==> config.mk <==
export PLATFORM = sky130hd
export DESIGN_NAME = float_almost_equal_compare_top
export DESIGN_NICKNAME = d
export VERILOG_FILES = /design/src/rtl/fae_pkg.sv /design/src/rtl/float_almost_equal_compare_top.sv /design/src/rtl/fae_align.sv /design/src/rtl/fae_addsub.sv /design/src/rtl/fae_round.sv
export SDC_FILE = /design/constraint.sdc
export NUM_CORES = 1
export LEC_CHECK = 0
export BUFFER_PORTS_ARGS = -buffer_cell sky130_fd_sc_hd__buf_4
export CORE_AREA = 2 2 253 255
export DETAILED_ROUTE_END_ITERATION = 8
export DIE_AREA = 0 0 255 257
export SYNTH_ARGS = -nofsm -noshare
export SYNTH_HDL_FRONTEND = slang
export SYNTH_SLANG_ARGS = --single-unit
==> constraint.sdc <==
create_clock -name i_clk -period 9.4 [get_ports i_clk]
set_clock_uncertainty 0.15 [all_clocks]
set_input_delay 0.94 -clock i_clk [delete_from_list [all_inputs] [get_ports i_clk]]
set_output_delay 0.94 -clock i_clk [all_outputs]
set_load 0.1 [all_outputs]
==> src/rtl/fae_pkg.sv <==
package fae_pkg;

    localparam int unsigned ExpW  = 8;
    localparam int unsigned ManW  = 23;
    localparam int unsigned WordW = 32;
    localparam int unsigned TolW  = 31;
    localparam int unsigned UlpW  = 32;
    // significand with hidden bit, 3 guard bits and headroom for carry
    localparam int unsigned SigW  = ManW + 1 + 3 + 1;

    localparam logic [TolW-1:0] AbsTolReset = 31'h3400_0000;
    localparam logic [UlpW-1:0] UlpTolReset = 32'd4;

    localparam logic [0:0] RegAbsTol = 1'b0;
    localparam logic [0:0] RegUlpTol = 1'b1;

    // aligned operands, larger magnitude first
    typedef struct packed {
        logic            valid;
        logic            inv;
        logic            same_sign;
        logic            ulp_ok;
        logic [ExpW-1:0] exp;
        logic [SigW-1:0] big;
        logic [SigW-1:0] lesser;
        logic            sub;
    } t_s1;

    // raw difference magnitude
    typedef struct packed {
        logic            valid;
        logic            inv;
        logic            same_sign;
        logic            ulp_ok;
        logic [ExpW-1:0] exp;
        logic [SigW:0]   sum;
    } t_s2;

    typedef struct packed {
        logic valid;
        logic equal;
        logic inv;
    } t_res;

endpackage

==> src/rtl/float_almost_equal_compare_top.sv <==
// channel | valid   | stall   | payload
// in      | i_valid | o_stall | i_a_bits, i_b_bits
// out     | o_valid | i_stall | o_equal, o_invalid
// One transaction per cycle while the pipeline is not stalled; registered stages: align, add, normalize/round.
// Reset is synchronous, active low, clears valid bits and loads the reset
// tolerances.
// i_stall freezes the whole pipeline only when the output stage holds an item;
// o_stall then follows it.
module float_almost_equal_compare_top (
    input  logic                      i_clk,
    input  logic                      i_rst_n,
    input  logic                      i_valid,
    output logic                      o_stall,
    input  logic [fae_pkg::WordW-1:0] i_a_bits,
    input  logic [fae_pkg::WordW-1:0] i_b_bits,
    output logic                      o_valid,
    input  logic                      i_stall,
    output logic                      o_equal,
    output logic                      o_invalid,
    input  logic                      i_cfg_we,
    input  logic [0:0]                i_cfg_idx,
    input  logic [fae_pkg::UlpW-1:0]  i_cfg_data
);
    logic [fae_pkg::TolW-1:0] r_abs_tol;
    logic [fae_pkg::UlpW-1:0] r_ulp_tol;
    logic                     en;
    fae_pkg::t_s1             s1;
    fae_pkg::t_s2             s2;
    fae_pkg::t_res            res;

    always_ff @(posedge i_clk) begin
        if (!i_rst_n) begin
            r_abs_tol <= fae_pkg::AbsTolReset;
            r_ulp_tol <= fae_pkg::UlpTolReset;
        end else if (i_cfg_we) begin
            if (i_cfg_idx == fae_pkg::RegAbsTol) begin
                r_abs_tol <= i_cfg_data[fae_pkg::TolW-1:0];
            end else begin
                r_ulp_tol <= i_cfg_data;
            end
        end
    end

    assign en      = !(res.valid && i_stall);
    assign o_stall = !en;

    fae_align u_align (
        .i_clk(i_clk), .i_rst_n(i_rst_n), .i_en(en), .i_valid(i_valid),
        .i_a(i_a_bits), .i_b(i_b_bits), .i_ulp_tol(r_ulp_tol), .o_s1(s1)
    );

    fae_addsub u_addsub (
        .i_clk(i_clk), .i_rst_n(i_rst_n), .i_en(en), .i_s1(s1), .o_s2(s2)
    );

    fae_round u_round (
        .i_clk(i_clk), .i_rst_n(i_rst_n), .i_en(en), .i_s2(s2),
        .i_abs_tol(r_abs_tol), .o_res(res)
    );

    assign o_valid   = res.valid;
    assign o_equal   = res.equal;
    assign o_invalid = res.inv;
endmodule

==> src/rtl/fae_align.sv <==
module fae_align (
    input  logic                       i_clk,
    input  logic                       i_rst_n,
    input  logic                       i_en,
    input  logic                       i_valid,
    input  logic [fae_pkg::WordW-1:0]  i_a,
    input  logic [fae_pkg::WordW-1:0]  i_b,
    input  logic [fae_pkg::UlpW-1:0]   i_ulp_tol,
    output fae_pkg::t_s1               o_s1
);
    // d = b - a : treat as b + (-a)
    logic [fae_pkg::WordW-1:0]  na;
    logic                       a_big;
    logic [fae_pkg::WordW-1:0]  x, y;
    logic [fae_pkg::ExpW-1:0]   ex, ey, ex_e, ey_e, sh;
    logic [fae_pkg::SigW-1:0]   mx, my, shifted;
    logic [fae_pkg::SigW-1:0]   stk_mask;
    logic [fae_pkg::WordW-1:0]  ulp_dist;
    logic                       inv;
    fae_pkg::t_s1               n_s1, r_s1;

    always_comb begin
        na    = {~i_a[31], i_a[30:0]};
        a_big = na[30:0] > i_b[30:0];
        x     = a_big ? na : i_b;
        y     = a_big ? i_b : na;
        ex    = x[30:23];
        ey    = y[30:23];
        ex_e  = (ex == '0) ? 8'd1 : ex;
        ey_e  = (ey == '0) ? 8'd1 : ey;
        mx    = {1'b0, ex != '0, x[22:0], 3'b000};
        my    = {1'b0, ey != '0, y[22:0], 3'b000};
        sh    = ex_e - ey_e;
        stk_mask = ~({fae_pkg::SigW{1'b1}} << sh[4:0]);
        if (sh >= 8'd27) begin
            shifted = {{(fae_pkg::SigW-1){1'b0}}, my != '0};
        end else begin
            shifted = (my >> sh[4:0])
                    | {{(fae_pkg::SigW-1){1'b0}}, (my & stk_mask) != '0};
        end
        inv  = (i_a[30:23] == 8'hFF) || (i_b[30:23] == 8'hFF);
        ulp_dist = i_a - i_b;
        if (ulp_dist[31]) begin
            ulp_dist = 32'd0 - ulp_dist;
        end
        n_s1.valid     = i_valid;
        n_s1.inv       = inv;
        n_s1.same_sign = i_a[31] == i_b[31];
        n_s1.ulp_ok    = ulp_dist <= i_ulp_tol;
        n_s1.exp       = ex_e;
        n_s1.big       = mx;
        n_s1.lesser    = shifted;
        n_s1.sub       = x[31] != y[31];
    end

    always_ff @(posedge i_clk) begin
        if (!i_rst_n) begin
            r_s1.valid <= 1'b0;
        end else if (i_en) begin
            r_s1 <= n_s1;
        end
    end

    assign o_s1 = r_s1;
endmodule

==> src/rtl/fae_addsub.sv <==
module fae_addsub (
    input  logic         i_clk,
    input  logic         i_rst_n,
    input  logic         i_en,
    input  fae_pkg::t_s1 i_s1,
    output fae_pkg::t_s2 o_s2
);
    fae_pkg::t_s2 n_s2, r_s2;

    always_comb begin
        n_s2.valid     = i_s1.valid;
        n_s2.inv       = i_s1.inv;
        n_s2.same_sign = i_s1.same_sign;
        n_s2.ulp_ok    = i_s1.ulp_ok;
        n_s2.exp       = i_s1.exp;
        n_s2.sum       = i_s1.sub ? ({1'b0, i_s1.big} - {1'b0, i_s1.lesser})
                                  : ({1'b0, i_s1.big} + {1'b0, i_s1.lesser});
    end

    always_ff @(posedge i_clk) begin
        if (!i_rst_n) begin
            r_s2.valid <= 1'b0;
        end else if (i_en) begin
            r_s2 <= n_s2;
        end
    end

    assign o_s2 = r_s2;
endmodule

==> src/rtl/fae_round.sv <==
module fae_round (
    input  logic                      i_clk,
    input  logic                      i_rst_n,
    input  logic                      i_en,
    input  fae_pkg::t_s2              i_s2,
    input  logic [fae_pkg::TolW-1:0]  i_abs_tol,
    output fae_pkg::t_res             o_res
);
    // sum layout: bit 27 carry, bit 26 hidden, bits 2:0 guard, round, sticky
    logic [fae_pkg::SigW:0] s;
    logic [9:0]             e;
    logic [4:0]             shl;
    logic [fae_pkg::SigW:0] norm;
    logic [24:0]            rm;
    logic                   g, st;
    logic [30:0]            mag;
    logic [9:0]             ef;
    fae_pkg::t_res          n_res, r_res;

    always_comb begin
        s   = i_s2.sum;
        shl = 5'd0;
        if (s[27]) begin
            // carry out: shift right one, keep sticky
            norm = {1'b0, s[28:2], s[1] | s[0]};
            e    = {2'b00, i_s2.exp} + 10'd1;
        end else begin
            for (int i = 0; i < 27; i++) begin
                if ((s[26:0] >> (26 - i)) == 27'd1) begin
                    shl = 5'(i);
                end
            end
            // limit so the exponent does not drop below 1 (subnormal)
            if ({5'd0, shl} >= {2'b00, i_s2.exp}) begin
                shl = 5'(i_s2.exp - 8'd1);
            end
            norm = s << shl;
            e    = {2'b00, i_s2.exp} - {5'd0, shl};
            if (s[26:0] == '0) begin
                e = 10'd0;
            end
        end
        g   = norm[2];
        st  = norm[1] | norm[0];
        rm  = {1'b0, norm[26:3]} + {24'd0, g & (st | norm[3])};
        ef  = e;
        if (rm[24]) begin
            ef = e + 10'd1;
        end
        if (!rm[23] && !rm[24]) begin
            ef = 10'd0;
        end
        if (ef >= 10'd255) begin
            mag = 31'h7F80_0000;
        end else begin
            mag = {ef[7:0], rm[24] ? rm[23:1] : rm[22:0]};
        end
        n_res.valid = i_s2.valid;
        n_res.inv   = i_s2.inv;
        n_res.equal = !i_s2.inv && ((mag <= i_abs_tol) || (i_s2.same_sign && i_s2.ulp_ok));
    end

    always_ff @(posedge i_clk) begin
        if (!i_rst_n) begin
            r_res.valid <= 1'b0;
        end else if (i_en) begin
            r_res <= n_res;
        end
    end

    assign o_res = r_res;
endmodule
* Yosys cells after proc, flatten, opt, wreduce, memory -nomap -nowiden
Cells that the tools add are included.
** Word-level totals
- Bits in registers :: 172
- Bits in latches :: 0
- Bits in writable memories :: 0
- Memory bits (read-only) :: 0
- Bits of input ports :: 102
- Word-level logic and storage cells :: 141
- Memories :: 0
** Cells by class
- $add $sub $neg :: 10
- $mul :: 0
- Divide/modulo/power cells :: 0
- Order comparisons :: 6
- Eq/ne operators :: 30
- Shifts and indexed selects :: 3
- Muxes and demuxes :: 43
- Bitwise logic cells :: 10
- Reduce and logical (&&, ||, !) cells :: 19
** Operator list (number)
- two-way mux 5 bit :: 28
- two-way mux 32 bit :: 3
- two-way mux 10 bit :: 4
- less-or-equal comparator 32 bit :: 1
- subtractor 1 x 32 -> 32 bit, first input constant :: 1
- subtractor 32 bit :: 1
- > comparator 31 bit :: 1
- less-or-equal comparator 31 bit :: 1
- two-way mux 31 bit :: 1
- adder 27 x 28 -> 29 bit :: 1
- two-way mux 29 bit :: 1
- left shift 29 x 5 -> 27 bit :: 1
- subtractor 27 x 28 -> 29 bit :: 1
- bitwise AND 27 x 28 -> 28 bit :: 1
- NOT 28 bit :: 1
- OR 28 x 1 -> 28 bit :: 1
- nonzero test 28 bit :: 1
- left shift 28 x 5 -> 28 bit, first input constant :: 1
- right shift 27 x 5 -> 28 bit :: 1
- == test 27 x 1 -> 1 bit, second input constant :: 1
- zero test 27 bit :: 1
- two-way mux 27 bit :: 1
- == test 26 x 1 -> 1 bit, second input constant :: 1
- adder 24 x 1 -> 25 bit :: 1
- 48 further kinds :: 65

* Logic depth before layout (Yosys ltp)
Gate-level depths: netlist of the first run.
- Word-level depth :: 45
- Gate-level depth with buffers :: 48

* Modules after synthesis
A second synthesis of the first run with hierarchy kept.
** Unflattened totals
- Cells, all modules :: 2493
- Area total of the unflattened synthesis :: 19897.8 sq um
** By module, submodules not included
- fae_align :: times used 1, cells an instance 1017, area an instance 8284.2 sq um
- fae_round :: times used 1, cells an instance 864, area an instance 5729.2 sq um
- fae_addsub :: times used 1, cells an instance 362, area an instance 3415.8 sq um
- float_almost_equal_compare_top :: times used 1, cells an instance 250, area an instance 2468.6 sq um

* Least setup slack after synthesis of the first run
No wires, ideal clock.
- Kind :: flip-flop to flip-flop
- From :: reg u_addsub.r_s2, in the netlist u_addsub.o_s2[26]
- To :: reg u_round.r_res, in the netlist u_round.o_res[1], data pin
- Data arrival time :: 8.369 ns
- Data required time :: 9.110 ns
- Slack :: 0.742 ns
- Cell stages (with the launch flop) :: 46
- Path buffers :: 3
- Period minus slack after synthesis :: 8.658 ns
- Cells stage by stage :: edfxtp_1 -> or4_4 -> nor3_2 -> a211oi_1 -> or3b_1 -> a21oi_1 -> ha_1 -> nor2b_1 -> o21ai_0 -> a41oi_1 -> nor2_1 -> a21o_1 -> buf_6 -> inv_2 -> buf_2 -> ha_1 -> inv_1 -> fa_1 -> [10 not listed] -> clkbuf_1 -> o21a_1 -> o211a_1 -> ha_1 -> nor2b_1 -> o21ai_0 -> nand2b_1 -> a21oi_1 -> nor2b_1 -> o21ai_0 -> nand2b_1 -> a21oi_1 -> nor2_1 -> a211oi_1 -> o21ai_0 -> a211oi_1 -> a221oi_1 -> nor2_1
** RTL lines
- start, declared :: RTL line fae_addsub.sv:8 : fae_pkg::t_s2 n_s2, r_s2;
- start signal, assigned :: RTL line fae_addsub.sv:24 : r_s2 <= n_s2;
- end signal, assigned :: RTL line fae_round.sv:67 : r_res <= n_res;
- end, declared :: RTL line fae_round.sv:18 : fae_pkg::t_res n_res, r_res;

==> reports/summary.txt, run 1 <==
Status = complete, no violations
Maximum vdd drop = 0.111 mV
Leak Pwr = 0.00846 uW
Starting density of the core = 29.8%
Placed cells = 3,265
Core Region = 0.0627 mm^2
Cell-internal power = 2170 uW
WS Path Type = flip-flop to flip-flop
Drt first pass iters = 6
Rows = 92
Layout Nets = 2,719
GR Overflow Total = 0
R2R depth = 38
IO buf count = 105
Die H = 257 um
Net Count, Synth = 2,637
Setup TNS = 0 ns
Detailed placer's ending HPWL = 50,800 um
Seq/Total Area, Yosys = 23.6%
CTS max path bufs = 2
Max-capacitance violation count = 0
Die ar. = 0.0655 mm^2
Clk pwr share = 17.2%
Hold Crit Depth = 0
Root buf cell = clkbuf_16
Routed Antenna Nets = 0
Critical path's slowest cell = edfxtp_1
Slew margin rel. = 22.2%
Post-synthesis register bit count = 169
Final Max Slew Viols = 0
Area contributors post-synth = edfxtp_1 17%, ha_1 11%, dfxtp_1 7.1%
Hold buffer count at cts = 0
WP data arrival = 8.94 ns
Critical path depth = 38
Area of the multi-input gates = 0.0131 mm^2
WL/cell = 18.9 um
CP top delay family = simple AND/OR/NAND/NOR gates
Crit path buf inv count = 2
Routed wire length = 62,600 um
Number of synthesized flops with an enable pin = 103
Clk sink count = 169
Primary FF master, synth = edfxtp_1
Combinational share of power = 58.5%
Global-route wire length before repair = 97,700 um
Register area = 0.00441 mm^2
Clock Pin Slew Worst Setup and Hold Paths = 0.07 ns
Reg power frac = 24.3%
Required @ worst endpoint = 9.55 ns
Htree depth = 4
CTS tree = done
CP max FO = 11
Pwr Density = 189 mW/mm^2
Final hold violation count = 0
Hold crit path type = flip-flop to flip-flop
Die width = 255 um
Switching pwr = 1860 uW
DRC violations left = 0
Yosys cell types = 102
Ports = 106
Largest area contributor in the netlist = edfxtp_1
Slew @ Worst Pin = 1.17 ns
Mapped Area = 0.0187 mm^2
Synth Warn # = 0
GP Congestion = 0.986
Final Non-Filler Cells = 3,306
Clk Latency, worst-skew pair = 0.45 ns
Total track usage = 18.8%
Gate count after technology mapping = 2,365
Hold Slack = 0.270 ns
Vias/cell = 5.42
Avg Cell Area, Syn = 7.92 um^2
Starting DRC count in detailed routing = 1,594
CP peak stage delay = 0.60 ns
Count leader, synth = nand2_1
Async set-reset flop share out of synthesis = 0%
# setup viols final = 0
Fin crit period = 8.79 ns
Diodes inserted = 0
Fin crit share = 93.5%
Net Sw Frac = 46.1%
Vias = 17,900
Largest net degree at the start of global routing = 90
Initial antenna violation count = 0
Fmax = 0.114 GHz
Top cell type's share of synthesized area = 16.5%
Ratio of cells with drive above 1 in the final layout = 12.8%
Fillers = 6,639
Synth cell count leaders = 287 x nand2_1, 187 x inv_1, 170 x a21oi_1
Synth-to-layout area growth = 13.9%
Vias in the first global route = 17,000
Total CTS buffers = 17
Critical Path Source Type = flip-flop
Setup crit end kind = flip-flop
==> layout make-up <==
| type | count | share of cell area [%] |
|---|---|---|
| clock inverters | 14 | 0.692 |
| flip-flops and latches | 169 | 20.7 |
| well taps | 846 | 4.96 |
| multi-input cells | 1883 | 61.6 |
| repair buffers | 184 | 6.54 |
| clock buffers | 18 | 2.06 |
| inverters | 192 | 3.40 |
==> per-layer routing <==
layer,GRT usage [%],share of wire (%),vias to the layer above
met5,0,0,-
met4,7.13,3.9,0
met3,1.69,5.0,126
met2,29.6,44,621
met1,26.4,47,8401
li1,-,-,8776
==> power by group through the flow <==
stage,Sequential (uW),Combinational (uW),Clock [uW]
after global placement,995,2310,0
after CTS,982,2300,705
after detailed placement,998,2280,0
after global routing,990,2580,736
final,980,2360,691
after floorplan,956,1650,0
==> cells in the final DEF (no fill, tap or decap), types with 33 or more instances in the layout <==
master	Yosys	layout
nand2_1	287	287
inv_1	187	187
buf_4	5	183
a21oi_1	170	169
ha_1	166	166
nor2_1	137	136
o21ai_0	118	117
edfxtp_1	103	103
mux2i_1	100	100
xnor2_1	87	85
nor3_1	73	72
dfxtp_1	66	66
a21boi_0	65	65
a211oi_1	57	56
nand3_1	55	55
a21o_1	41	41
xor2_1	41	40
a31oi_1	33	33
==> state kept, by name, summed over array words and instances, names as in the netlist <==
name           count
u_align.o_s1      63
u_addsub.o_s2     40
r_ulp_tol         32
r_abs_tol         31
u_round.o_res      3
==> through the flow <==
step | util (%) | power (uW) | worst slack, ns | area, um^2
6_report | 34.0 | 4030 | 0.609 | 21300
4_1_cts | 33.7 | 3980 | 0.140 | 21200
5_1_grt | 34.0 | 4310 | -0.0337 | 21300
3_5_place_dp | 32.8 | 3280 | 0.174 | 20600
2_1_floorplan | - | 2600 | 0.742 | 18700
3_3_place_gp | 32.8 | 3300 | -0.0583 | 20600
==> path summary, 6_finish.rpt <==
| path | start | to | slack, ns |
|---|---|---|---|
| worst max register to register | u_addsub.o_s2[21] | u_round.o_res[1] | 0.61 |
| worst min-delay path | u_align.o_s1[61] | u_addsub.o_s2[33] | 0.27 |
| worst min register to register | u_align.o_s1[61] | u_addsub.o_s2[33] | 0.27 |
| worst max-delay path | u_addsub.o_s2[21] | u_round.o_res[1] | 0.61 |
==> kinds of logic (layout without fill, tap and decap cells) <==
logic type               Yosys count  in the layout  synth area share [%]
XOR/XNOR                         128            128                  5.99
adder cells (fa/ha/maj)          170            170                  11.5
multiplexers                     121            121                  6.97
flip-flops                       169            169                  23.6
buffers and inverters            314            408                  6.96
AO/OA/AOI/OAI                    671            672                  23.7
AND/OR/NAND/NOR                  792            792                  21.3
==> timing repair <==
item,CTS,global route
setup endpoints to repair,0,1
buffers inserted,0,8
gates resized for setup,0,20
(Power assumes the default switching activity.)
==> run 2, diff against run 1 <==
--- a/config.mk
+++ b/config.mk
@@ -6,9 +6,10 @@
 export NUM_CORES = 1
 export LEC_CHECK = 0
 export BUFFER_PORTS_ARGS = -buffer_cell sky130_fd_sc_hd__buf_4
-export CORE_AREA = 2 2 253 255
+export CORE_AREA = 2 2 201 203
 export DETAILED_ROUTE_END_ITERATION = 8
-export DIE_AREA = 0 0 255 257
+export DIE_AREA = 0 0 203 205
+export PLACE_DENSITY = 0.74
 export SYNTH_ARGS = -nofsm -noshare
 export SYNTH_HDL_FRONTEND = slang
 export SYNTH_SLANG_ARGS = --single-unit
==> reports/summary.txt, run 2 (synthesized netlist as in run 1, its figures left out) <==
Fmax = 0.112 GHz
Global-route wire length before repair = 98,500 um
Leak Pwr = 0.00847 uW
# setup viols final = 0
Ports = 106
Diodes inserted = 0
Fillers = 3,693
Starting density of the core = 47.6%
WP data arrival = 9.08 ns
CP max FO = 9
GR Util met1 = 38.9%
Slew @ Worst Pin = 1.22 ns
Total CTS buffers = 17
Htree depth = 4
Met2 usage = 49.8%
Final hold violation count = 0
Routed Antenna Nets = 0
Final core occ = 53.3%
M3 GR Usage = 3.28%
Status = complete, no violations
GP Congestion = 1.02
Rows = 73
CTS max path bufs = 2
Clock Pin Slew Worst Setup and Hold Paths = 0.07 ns
Ratio of cells with drive above 1 in the final layout = 13.1%
Clk Latency, worst-skew pair = 0.45 ns
Total track usage = 30.0%
Critical path's slowest cell = or4_1
Vias in the first global route = 17,600
Root buf cell = clkbuf_16
Die H = 205 um
Hold crit path type = flip-flop to flip-flop
Pwr Density = 194 mW/mm^2
GR peak layer = met2
Setup crit end kind = flip-flop
Area of the multi-input gates = 0.0132 mm^2
CTS tree = done
Commonest non-fill, non-tap cells in the layout = 287 x nand2_1, 187 x inv_1, 179 x buf_4, 168 x a21oi_1, 166 x ha_1
Max reg flops = 63
Drt first pass iters = 7
DRC violations left = 0
Placed cells = 2,941
GR Overflow Total = 0
Required @ worst endpoint = 9.56 ns
IO buf count = 105
Routed wire length = 63,300 um
Largest net degree at the start of global routing = 87
Most common cell after layout, fill and taps aside = nand2_1
Die ar. = 0.0416 mm^2
WS Path Type = flip-flop to flip-flop
Layout Nets = 2,717
Register area = 0.00441 mm^2
Final Non-Filler Cells = 2,983
Fin crit share = 94.9%
Slew margin rel. = 18.1%
Starting DRC count in detailed routing = 1,797
Clk sink count = 169
Maximum vdd drop = 0.105 mV
Detailed placer's ending HPWL = 50,600 um
Core Region = 0.0394 mm^2
Max-capacitance violation count = 0
Synth-to-layout area growth = 12.0%
Initial antenna violation count = 1
CP peak stage delay = 0.63 ns
Die width = 203 um
Critical Path Source Type = flip-flop
Vias = 18,400
Fin crit period = 8.92 ns
Final Max Slew Viols = 0
WL/cell = 21.2 um
Vias/cell = 6.17
## run 2: final cells by class
class / instances / area share (%)
flip-flops and latches: 169 / 21.1
clock inverters: 14 / 0.621
multi-input cells: 1882 / 62.9
repair buffers: 183 / 6.77
clock buffers: 18 / 2.05
well taps: 525 / 3.13
inverters: 192 / 3.49
## run 2: path summary, 6_finish.rpt
check	from	to	slack [ns]	cells past startpoint
min reg2reg	u_align.o_s1[59]	u_addsub.o_s2[31]	0.27	0
max reg2reg	u_addsub.o_s2[26]	u_round.o_res[1]	0.48	38
max	u_addsub.o_s2[26]	u_round.o_res[1]	0.48	38
min	u_align.o_s1[59]	u_addsub.o_s2[31]	0.27	0
## run 2: timing repair
action,in CTS,in global routing
setup buffers,0,9
setup endpoints to repair,0,1
hold endpoints to repair,0,0
resized for setup,0,33
hold buffers,0,0
## run 2: where the power goes
part | switching (uW) | internal [uW]
clock network | 324 | 349
registers | 88.8 | 889
logic | 1470 | 946
## run 2: metrics by stage
stage                     cell area [um^2]  TNS [ns]  setup slack, ns  power (uW)  hold WS [ns]
after detailed placement             20200         0            0.237        3290         0.256
after floorplan                      18700         0            0.742        2600         0.250
final                                21000         0            0.481        4070         0.272
after global routing                 21000   -0.0946          -0.0946        4320         0.277
after CTS                            20700         0            0.165        3970         0.274
after global placement               20200         0            0.480        3260         0.252
## run 2: critical path: cells and delay by family, from the launching register on
family | cells | cell delay, ns
AO/OA/AOI/OAI | 18 | 3.28
AND/OR/NAND/NOR | 15 | 3.78
buffers and inverters | 2 | 0.36
adder cells (fa/ha/maj) | 2 | 0.52
flip-flops | 1 | 0.40
multiplexers | 1 | 0.25
## run 2: routing by layer
metal,vias to the layer above,wire length [um]
met5,-,12
met4,2,3210
met3,167,3760
met2,793,29400
met1,8689,26900
li1,8754,-
